## config.mk

```make
export PLATFORM = sky130hd
export DESIGN_NAME = linear_attack_decay_envelope
export DESIGN_NICKNAME = d
export VERILOG_FILES = /design/src/hdl/lade_pkg.sv /design/src/hdl/linear_attack_decay_envelope.sv /design/src/hdl/lade_cfg_regs.sv /design/src/hdl/lade_gain_seq.sv /design/src/hdl/lade_scale.sv
export SDC_FILE = /design/constraint.sdc
export NUM_CORES = 2
export LEC_CHECK = 0
export ABC_AREA = 1
export CAP_MARGIN = 20
export CORE_UTILIZATION = 30
export CTS_BUF_LIST = sky130_fd_sc_hd__clkbuf_4 sky130_fd_sc_hd__clkbuf_8
export CTS_CLUSTER_DIAMETER = 120
export DETAILED_ROUTE_END_ITERATION = 6
export DONT_BUFFER_PORTS = 1
export PLACE_DENSITY_LB_ADDON = 0.2
export SLEW_MARGIN = 20
export SYNTH_ARGS = -nofsm -noshare
export SYNTH_HDL_FRONTEND = slang
export SYNTH_SLANG_ARGS = --single-unit
export TNS_END_PERCENT = 1
```

## constraint.sdc

```tcl
create_clock -name clk -period 5.58 [get_ports clk]
set_input_delay 0.279 -clock clk [delete_from_list [all_inputs] [get_ports clk]]
set_output_delay 0.279 -clock clk [all_outputs]
set_load 0.05 [all_outputs]
```

## src/hdl/lade_pkg.sv

```systemverilog
// Shared types and constants for the linear attack/decay envelope.
// Used by every module of the block; depends on nothing else.
`timescale 1ns / 1ps

package lade_pkg;

  localparam int SAMPLE_W   = 24;
  localparam int GAIN_FRAC  = 16;
  localparam int GAIN_W     = GAIN_FRAC + 1;
  localparam int POS_W      = 26;
  localparam int ATK_W      = 25;
  localparam int HOLD_W     = 24;
  localparam int DEC_W      = 25;
  localparam int CFG_IDX_W  = 2;
  localparam int CFG_DATA_W = 25;
  localparam int SUB_W      = POS_W + 1;
  localparam int STEP_W     = $clog2(GAIN_FRAC);
  localparam int PROD_W     = SAMPLE_W + GAIN_W + 1;

  localparam logic [POS_W-1:0]     POS_MAX  = {POS_W{1'b1}};
  localparam logic [GAIN_W-1:0]    UNITY    = GAIN_W'(1) << GAIN_FRAC;
  localparam logic [STEP_W-1:0]    DIV_LAST = STEP_W'(GAIN_FRAC - 1);

  localparam logic [CFG_IDX_W-1:0] CFG_ATTACK_LEN = 2'd0;
  localparam logic [CFG_IDX_W-1:0] CFG_HOLD_END   = 2'd1;
  localparam logic [CFG_IDX_W-1:0] CFG_DECAY_LEN  = 2'd2;

  typedef enum logic [2:0] {
    ST_IDLE,
    ST_ATK,
    ST_HOLD,
    ST_DSUB,
    ST_DCMP,
    ST_DNUM,
    ST_DIV,
    ST_MUL
  } lade_state_t;

  typedef struct packed {
    logic [ATK_W-1:0]  attack_len;
    logic [HOLD_W-1:0] hold_end;
    logic [DEC_W-1:0]  decay_len;
  } lade_cfg_t;

  typedef struct packed {
    logic                       valid;
    logic signed [SAMPLE_W-1:0] sample;
    logic [GAIN_W-1:0]          gain;
  } lade_scale_req_t;

endpackage

```

## src/hdl/linear_attack_decay_envelope.sv

```systemverilog
// Linear attack / hold / decay envelope applied to signed Q1.23 samples.
// Top level; depends on lade_pkg, lade_cfg_regs, lade_gain_seq, lade_scale.
//
// Usage: samples enter on in_* (tdata = sample_in) and leave on out_*
// (tdata = sample_out), one result per request. Each accepted sample
// advances a saturating 26-bit position counter; the position picks a
// gain: ramping up over attack_len samples, unity up to hold_end, ramping
// down over decay_len samples, then zero. Registers are written through
// cfg_* (index 0 attack_len, 1 hold_end, 2 decay_len); the user must do so
// only while no sample is in flight, which the block does not enforce.
// Sequence: an accepted request runs ATK and HOLD on the hold path; ATK,
// HOLD, DSUB and DCMP on the silent path; ATK and the divider in attack;
// ATK, HOLD, DSUB, DCMP, DNUM and the divider in decay. Each path ends in
// MUL, and the next request is taken only back in IDLE. The attack and
// decay paths use the 16 one-bit steps of the divider, which shares the
// sequencer's subtractor; the multiply and output registers follow.
// in_tready is high only while the sequencer is idle. A finished result
// waits in the output register while the next sample is processed; if the
// receiver stalls, the multiply stage fills and the sequencer holds.
// Reset (rst_n low, synchronous) clears the position to zero, empties the
// pipeline and sets attack_len = 1, hold_end = 0, decay_len = 1.
`timescale 1ns / 1ps

module linear_attack_decay_envelope (
  input  logic                            clk,
  input  logic                            rst_n,
  input  logic                            in_tvalid,
  output logic                            in_tready,
  input  logic [lade_pkg::SAMPLE_W-1:0]   in_tdata,   // [23:0] sample_in
  output logic                            out_tvalid,
  input  logic                            out_tready,
  output logic [lade_pkg::SAMPLE_W-1:0]   out_tdata,  // [23:0] sample_out
  input  logic                            cfg_valid,
  output logic                            cfg_ready,
  input  logic [lade_pkg::CFG_IDX_W-1:0]  cfg_index,
  input  logic [lade_pkg::CFG_DATA_W-1:0] cfg_data
);
  import lade_pkg::*;

  lade_cfg_t       cfg;
  lade_scale_req_t scale_req;
  logic            scale_ready;

  lade_cfg_regs u_cfg (
    .clk       (clk),
    .rst_n     (rst_n),
    .cfg_valid (cfg_valid),
    .cfg_ready (cfg_ready),
    .cfg_index (cfg_index),
    .cfg_data  (cfg_data),
    .cfg       (cfg)
  );

  lade_gain_seq u_seq (
    .clk         (clk),
    .rst_n       (rst_n),
    .cfg         (cfg),
    .in_tvalid   (in_tvalid),
    .in_tready   (in_tready),
    .in_sample   ($signed(in_tdata)),
    .scale_req   (scale_req),
    .scale_ready (scale_ready)
  );

  lade_scale u_scale (
    .clk         (clk),
    .rst_n       (rst_n),
    .scale_req   (scale_req),
    .scale_ready (scale_ready),
    .out_tvalid  (out_tvalid),
    .out_tready  (out_tready),
    .out_tdata   (out_tdata)
  );

endmodule

```

## src/hdl/lade_cfg_regs.sv

```systemverilog
// Configuration register file: attack length, hold end and decay length.
// Depends on lade_pkg.
`timescale 1ns / 1ps

module lade_cfg_regs (
  input  logic                           clk,
  input  logic                           rst_n,
  input  logic                           cfg_valid,
  output logic                           cfg_ready,
  input  logic [lade_pkg::CFG_IDX_W-1:0]  cfg_index,
  input  logic [lade_pkg::CFG_DATA_W-1:0] cfg_data,
  output lade_pkg::lade_cfg_t            cfg
);
  import lade_pkg::*;

  lade_cfg_t cfg_r;
  lade_cfg_t cfg_nxt;

  assign cfg_ready = 1'b1;
  assign cfg       = cfg_r;

  always_comb begin
    cfg_nxt = cfg_r;
    if (cfg_valid) begin
      case (cfg_index)
        CFG_ATTACK_LEN: cfg_nxt.attack_len = cfg_data[ATK_W-1:0];
        CFG_HOLD_END:   cfg_nxt.hold_end   = cfg_data[HOLD_W-1:0];
        CFG_DECAY_LEN:  cfg_nxt.decay_len  = cfg_data[DEC_W-1:0];
        default:        cfg_nxt = cfg_r;
      endcase
    end
  end

  always_ff @(posedge clk) begin
    if (!rst_n) begin
      cfg_r.attack_len <= ATK_W'(1);
      cfg_r.hold_end   <= '0;
      cfg_r.decay_len  <= DEC_W'(1);
    end else begin
      cfg_r <= cfg_nxt;
    end
  end

endmodule

```

## src/hdl/lade_gain_seq.sv

```systemverilog
// Gain sequencer: position counter, plus phase selection and a radix-2
// divider built around one shared subtractor. Depends on lade_pkg.
`timescale 1ns / 1ps

module lade_gain_seq (
  input  logic                                clk,
  input  logic                                rst_n,
  input  lade_pkg::lade_cfg_t                 cfg,
  input  logic                                in_tvalid,
  output logic                                in_tready,
  input  logic signed [lade_pkg::SAMPLE_W-1:0] in_sample,
  output lade_pkg::lade_scale_req_t           scale_req,
  input  logic                                scale_ready
);
  import lade_pkg::*;

  lade_state_t state_r, state_nxt;

  logic [POS_W-1:0]           pos_r, pos_nxt;
  logic signed [SAMPLE_W-1:0] sample_r, sample_nxt;
  logic [DEC_W-1:0]           rem_r, rem_nxt;
  logic [DEC_W-1:0]           den_r, den_nxt;
  logic [GAIN_FRAC-1:0]       quo_r, quo_nxt;
  logic [STEP_W-1:0]          step_r, step_nxt;
  logic [POS_W-1:0]           d_r, d_nxt;
  logic [GAIN_W-1:0]          gain_r, gain_nxt;

  // The one shared arithmetic unit: a - b, with the sign bit as borrow.
  logic [SUB_W-1:0] a_op, b_op, diff;
  logic             borrow;

  assign diff   = a_op - b_op;
  assign borrow = diff[SUB_W-1];

  assign in_tready = (state_r == ST_IDLE);

  always_comb begin
    state_nxt = state_r;
    case (state_r)
      ST_IDLE: if (in_tvalid) state_nxt = ST_ATK;
      ST_ATK:  state_nxt = borrow ? ST_DIV : ST_HOLD;
      ST_HOLD: state_nxt = borrow ? ST_DSUB : ST_MUL;
      ST_DSUB: state_nxt = ST_DCMP;
      ST_DCMP: state_nxt = borrow ? ST_DNUM : ST_MUL;
      ST_DNUM: state_nxt = ST_DIV;
      ST_DIV:  if (step_r == DIV_LAST) state_nxt = ST_MUL;
      ST_MUL:  if (scale_ready) state_nxt = ST_IDLE;
      default: state_nxt = ST_IDLE;
    endcase
  end

  always_comb begin
    logic [DEC_W:0]       rem_dbl;
    logic [GAIN_FRAC-1:0] quo_shift;

    rem_dbl    = {rem_r, 1'b0};
    quo_shift  = '0;
    a_op       = '0;
    b_op       = '0;
    pos_nxt    = pos_r;
    sample_nxt = sample_r;
    rem_nxt    = rem_r;
    den_nxt    = den_r;
    quo_nxt    = quo_r;
    step_nxt   = step_r;
    d_nxt      = d_r;
    gain_nxt   = gain_r;
    scale_req  = '{valid: 1'b0, sample: sample_r, gain: gain_r};

    case (state_r)
      ST_IDLE: begin
        sample_nxt = in_sample;
      end
      // Attack when position < attack_len; the numerator is the position.
      ST_ATK: begin
        a_op     = SUB_W'(pos_r);
        b_op     = SUB_W'(cfg.attack_len);
        rem_nxt  = pos_r[DEC_W-1:0];
        den_nxt  = cfg.attack_len;
        quo_nxt  = '0;
        step_nxt = '0;
        gain_nxt = UNITY;
      end
      // Hold while position <= hold_end.
      ST_HOLD: begin
        a_op = SUB_W'(cfg.hold_end);
        b_op = SUB_W'(pos_r);
      end
      ST_DSUB: begin
        a_op  = SUB_W'(pos_r);
        b_op  = SUB_W'(cfg.hold_end);
        d_nxt = diff[POS_W-1:0];
      end
      // Silent once the decay distance reaches decay_len.
      ST_DCMP: begin
        a_op     = SUB_W'(d_r);
        b_op     = SUB_W'(cfg.decay_len);
        gain_nxt = '0;
      end
      ST_DNUM: begin
        a_op     = SUB_W'(cfg.decay_len);
        b_op     = SUB_W'(d_r);
        rem_nxt  = diff[DEC_W-1:0];
        den_nxt  = cfg.decay_len;
        quo_nxt  = '0;
        step_nxt = '0;
      end
      // The numerator is always below the divisor, so only the fraction
      // bits are produced, one per cycle.
      ST_DIV: begin
        a_op      = SUB_W'(rem_dbl);
        b_op      = SUB_W'(den_r);
        quo_shift = {quo_r[GAIN_FRAC-2:0], ~borrow};
        quo_nxt   = quo_shift;
        rem_nxt   = borrow ? rem_dbl[DEC_W-1:0] : diff[DEC_W-1:0];
        step_nxt  = step_r + STEP_W'(1);
        if (step_r == DIV_LAST) begin
          gain_nxt = {1'b0, quo_shift};
        end
      end
      ST_MUL: begin
        scale_req.valid = 1'b1;
        if (scale_ready && (pos_r != POS_MAX)) begin
          pos_nxt = pos_r + POS_W'(1);
        end
      end
      default: begin
        sample_nxt = sample_r;
      end
    endcase
  end

  always_ff @(posedge clk) begin
    if (!rst_n) begin
      state_r <= ST_IDLE;
      pos_r   <= '0;
    end else begin
      state_r <= state_nxt;
      pos_r   <= pos_nxt;
    end
  end

  always_ff @(posedge clk) begin
    sample_r <= sample_nxt;
    rem_r    <= rem_nxt;
    den_r    <= den_nxt;
    quo_r    <= quo_nxt;
    step_r   <= step_nxt;
    d_r      <= d_nxt;
    gain_r   <= gain_nxt;
  end

  a_accept_to_atk: assert property (@(posedge clk) disable iff (!rst_n)
    (in_tvalid && in_tready) |=> (state_r == ST_ATK))
    else $error("accepted request did not start the gain sequence");

  a_div_rem_bound: assert property (@(posedge clk) disable iff (!rst_n)
    (state_r == ST_DIV) |-> (rem_r < den_r))
    else $error("divider remainder not below divisor");

  a_gain_max: assert property (@(posedge clk) disable iff (!rst_n)
    scale_req.valid |-> (scale_req.gain <= UNITY))
    else $error("gain above unity");

  a_pos_step: assert property (@(posedge clk) disable iff (!rst_n)
    (scale_req.valid && scale_ready && (pos_r != POS_MAX))
      |=> (pos_r == $past(pos_r) + POS_W'(1)))
    else $error("position did not advance after a result");

endmodule

```

## src/hdl/lade_scale.sv

```systemverilog
// Sample scaling: signed multiply by the gain, floor shift, output register.
// Depends on lade_pkg.
`timescale 1ns / 1ps

module lade_scale (
  input  logic                          clk,
  input  logic                          rst_n,
  input  lade_pkg::lade_scale_req_t     scale_req,
  output logic                          scale_ready,
  output logic                          out_tvalid,
  input  logic                          out_tready,
  output logic [lade_pkg::SAMPLE_W-1:0] out_tdata
);
  import lade_pkg::*;

  logic                     p_valid_r, p_valid_nxt;
  logic signed [PROD_W-1:0] prod_r, prod_nxt;
  logic                     out_valid_r, out_valid_nxt;
  logic [SAMPLE_W-1:0]      out_data_r, out_data_nxt;
  logic                     adv;

  assign scale_ready = !p_valid_r;
  assign adv         = p_valid_r && (!out_valid_r || out_tready);
  assign out_tvalid  = out_valid_r;
  assign out_tdata   = out_data_r;

  always_comb begin
    prod_nxt      = prod_r;
    p_valid_nxt   = p_valid_r;
    out_valid_nxt = out_valid_r;
    out_data_nxt  = out_data_r;
    if (scale_req.valid && !p_valid_r) begin
      prod_nxt    = scale_req.sample * $signed({1'b0, scale_req.gain});
      p_valid_nxt = 1'b1;
    end else if (adv) begin
      p_valid_nxt = 1'b0;
    end
    // An arithmetic shift by the fraction width floors toward minus infinity.
    if (adv) begin
      out_data_nxt  = prod_r[GAIN_FRAC +: SAMPLE_W];
      out_valid_nxt = 1'b1;
    end else if (out_tready) begin
      out_valid_nxt = 1'b0;
    end
  end

  always_ff @(posedge clk) begin
    if (!rst_n) begin
      p_valid_r   <= 1'b0;
      out_valid_r <= 1'b0;
    end else begin
      p_valid_r   <= p_valid_nxt;
      out_valid_r <= out_valid_nxt;
    end
  end

  always_ff @(posedge clk) begin
    prod_r     <= prod_nxt;
    out_data_r <= out_data_nxt;
  end

endmodule

```

==> flow_summary.ini <==
[floorplan]
fp.dieArea_mm2 = 0.0996
die_w_um = 316
ioPinCount = 83
die_h_um = 316
start_util_pct = 30.4
num_rows = 114
coreArea_mm2 = 0.0970

[synth]
ys_types = 49
ys_ff_latch = 289
ys_seq_area_share_pct = 25.9
synth_largest_area_cell = fa_1
synth_compound_area_share_pct = 8.97
synth_edf_count = 184
syn_nets = 4304
synth_top_area_share_pct = 26.3
yosysWarnings = 0
ys.flop_type = edfxtp_1
synthArstFlopShare_pct = 0
synthSimpleGateAreaFrac_pct = 18.5
synth_top_family_by_area = adder cells
synth_area_per_cell_um2 = 7.89
synthMuxAreaShare_pct = 0
yosys.area_share.adder_pct = 31.5
synth_area_mm2 = 0.0295
synth-xor-area-share_pct = 1.40
synth_cells = 3738
netlist_top_cells_area = fa_1, edfxtp_1, nand2_1

[detailed_routing]
drc = 3
drtAntennaViolNets = 0
wire_per_inst_um = 17.7
routed_wirelength_mm = 93.6
num_vias = 24513
viasPerCell = 4.64
first_iter_violations = 1580
firstDrtPassIters = 7

[sta]
min_period_over_period_pct = 101
worst_pin_slew_ns = 1.02
fin_crit_ns = 5.66
rsz0062_at_grt = yes
final.setup.tns_ns = -0.427
final-max-slew-violation-count = 0
setup_slack_ns = -0.0787
finalSetupViolCount = 11
relSlewSlack_pct = 31.6
fmax_mhz = 177
fin_skew_ns = 0.0802
finalHoldViolCount = 0

[clocking]
cts_tree = done
htree_levels = 2
clock-sinks = 289
cts-root-buf = clkbuf_8
numCtsBuffers = 56
clock_path_buffers = 3
insertion_delay_ns = 0.75
path_clk_slew_ns = 0.06

[critical_path]
worstPathMaxFanout = 7
critPathLaunchType = flop
arrival_ns = 6.09
cp.required_ns = 6.01
worstSetupEndpointType = flop
path_class = reg -> reg

[global_route]
overflow = 0
grt_max_degree = 82
grt_pass1_wl_mm = 147
grt_pass1_vias = 25316
track_usage_pct = 19.3
antenna_found_initial = 7

[run_status]
violations = DRC, setup timing
status = complete, but fails checks

[placed_design]
place_congestion = 0.932
dp_hpwl_mm = 73.1
port_buffers = 0
place_area_mm2 = 0.0327

[cells_and_area]
syn_to_final_growth_pct = 20.2
n_fill_cell = 10256
fin_nets = 4521
final_area_mm2 = 0.0355
drive_gt1_share_pct = 13.9

[run]
cap_violations = 0

[hold_path]
hold_class = in -> reg
==> synth_stat cells (26+ instances only) <==
cell type and n:
nand2_1 956, inv_1 892, fa_1 388, nor2_1 261, edfxtp_1 184, o21ai_0 173
a21oi_1 141, clkbuf_1 124, ha_1 122, dfxtp_1 105, nand3_1 88, xor2_1 39
buf_2 26
==> worst paths after layout <==
| kind | from | cells past startpoint | slack [ns] | end |
|---|---|---|---|---|
| max reg2reg | u_seq.gain_r[8]$_DFFE_PP_ | 24 | -0.08 | u_scale.prod_r[36]$_DFFE_PP_ |
| min reg2reg | u_scale.prod_r[24]$_DFFE_PP_ | 0 | 0.41 | u_scale.out_tdata[8]$_DFFE_PP_ |
| max | u_seq.gain_r[8]$_DFFE_PP_ | 24 | -0.08 | u_scale.prod_r[36]$_DFFE_PP_ |
| min | cfg_index[0] | 4 | 0.07 | u_cfg.cfg[19]$_SDFFE_PN0P_ |
==> registers in the layout, indices dropped and copies added (netlist names) <==
signal,flops
u_cfg.cfg,74
u_seq.d_r,26
u_seq.pos_r,26
u_seq.den_r,25
u_seq.rem_r,25
u_scale.out_tdata,24
u_scale.prod_r,24
u_seq.sample_r,24
u_seq.gain_r,17
u_seq.quo_r,15
u_seq.step_r,4
u_seq.state_r,3
u_scale.out_tvalid,1
u_scale.p_valid_r,1
==> cell usage in the layout (no fill, tap or decap), drive strengths merged, types with 12 or more instances in the layout <==
master,instances
inv,906
ha,122
a22oi,18
clkbuf,85
nand3,90
a21oi,148
a221oi,24
o22ai,17
nand4,22
o211ai,16
buf,262
nor2,266
xor2,39
o21bai,12
dfxtp,105
nor3,26
edfxtp,184
dlygate4sd3,56
fa,388
o21ai,179
nand2,959
==> repair_timing <==
| action | in CTS | in global routing |
|---|---|---|
| hold buffers | 57 | 0 |
| resized for setup | 136 | 61 |
| setup buffers | 20 | 0 |
| hold endpoints to repair | 128 | 0 |
| gates cloned | 2 | 0 |
| pin swaps | 48 | 25 |
| endpoints found under the setup margin | 23 | 24 |
==> critical path: stages (launching register included) <==
cell and delay, ns:
edfxtp_1 0.46, buf_12 0.19, buf_4 0.18, nand2_1 0.07, inv_1 0.04, fa_1 0.47, inv_1 0.05, fa_1 0.48
inv_1 0.05, fa_1 0.55, fa_2 0.44, fa_1 0.48, inv_1 0.05, fa_1 0.48, inv_1 0.07, ha_4 0.29
nand2_1 0.12, buf_4 0.15, nor2_1 0.17, inv_1 0.08, o21a_1 0.22, nor2_1 0.09, nor2_1 0.06, nand3_1 0.07
nand2_1 0.05
==> cell type report <==
class | count | area [um2] | share of cell area, %
flip-flops and latches | 289 | 7630 | 21.5
clock buffers | 85 | 1030 | 2.91
inverters | 901 | 3380 | 9.54
clock inverters | 21 | 246 | 0.695
multi-input cells | 2389 | 18600 | 52.4
repair buffers | 318 | 3000 | 8.45
well taps | 1276 | 1600 | 4.50
diodes | 1 | 2.50 | 0.00705
==> layer usage <==
metal / track usage (%) / wire length (um) / vias to the layer above
met5: 0 / 55 / -
met4: 5.35 / 2470 / 8
met3: 2.32 / 4170 / 134
met2: 33.6 / 45200 / 566
met1: 25.0 / 41800 / 12019
li1: - / - / 11786
==> stage by stage <==
stage | setup slack (ns) | utilization [%] | instances | hold WS (ns)
final | -0.0787 | 36.6 | 5280 | 0.0708
after global routing | -0.293 | 36.6 | 5280 | 0.0707
after CTS | -0.0896 | 36.3 | 5279 | 0.000797
after detailed placement | -0.369 | 33.7 | 5094 | 0.378
after global placement | -0.326 | 33.7 | 5094 | 0.378
after floorplan | 0.0384 | - | 3738 | 0.378
==> cell families (layout without fill, tap and decap cells) <==
logic type,count (synthesis),count (layout)
AO/OA/AOI/OAI,453,453
XOR/XNOR,47,47
adder cells (fa/ha/maj),510,510
buffers and inverters,1060,1325
flip-flops,289,289
other,1,2
AND/OR/NAND/NOR,1378,1378
Power is not shown: default switching activity piles up to over one toggle a cycle in this logic, so the estimate is an artifact.
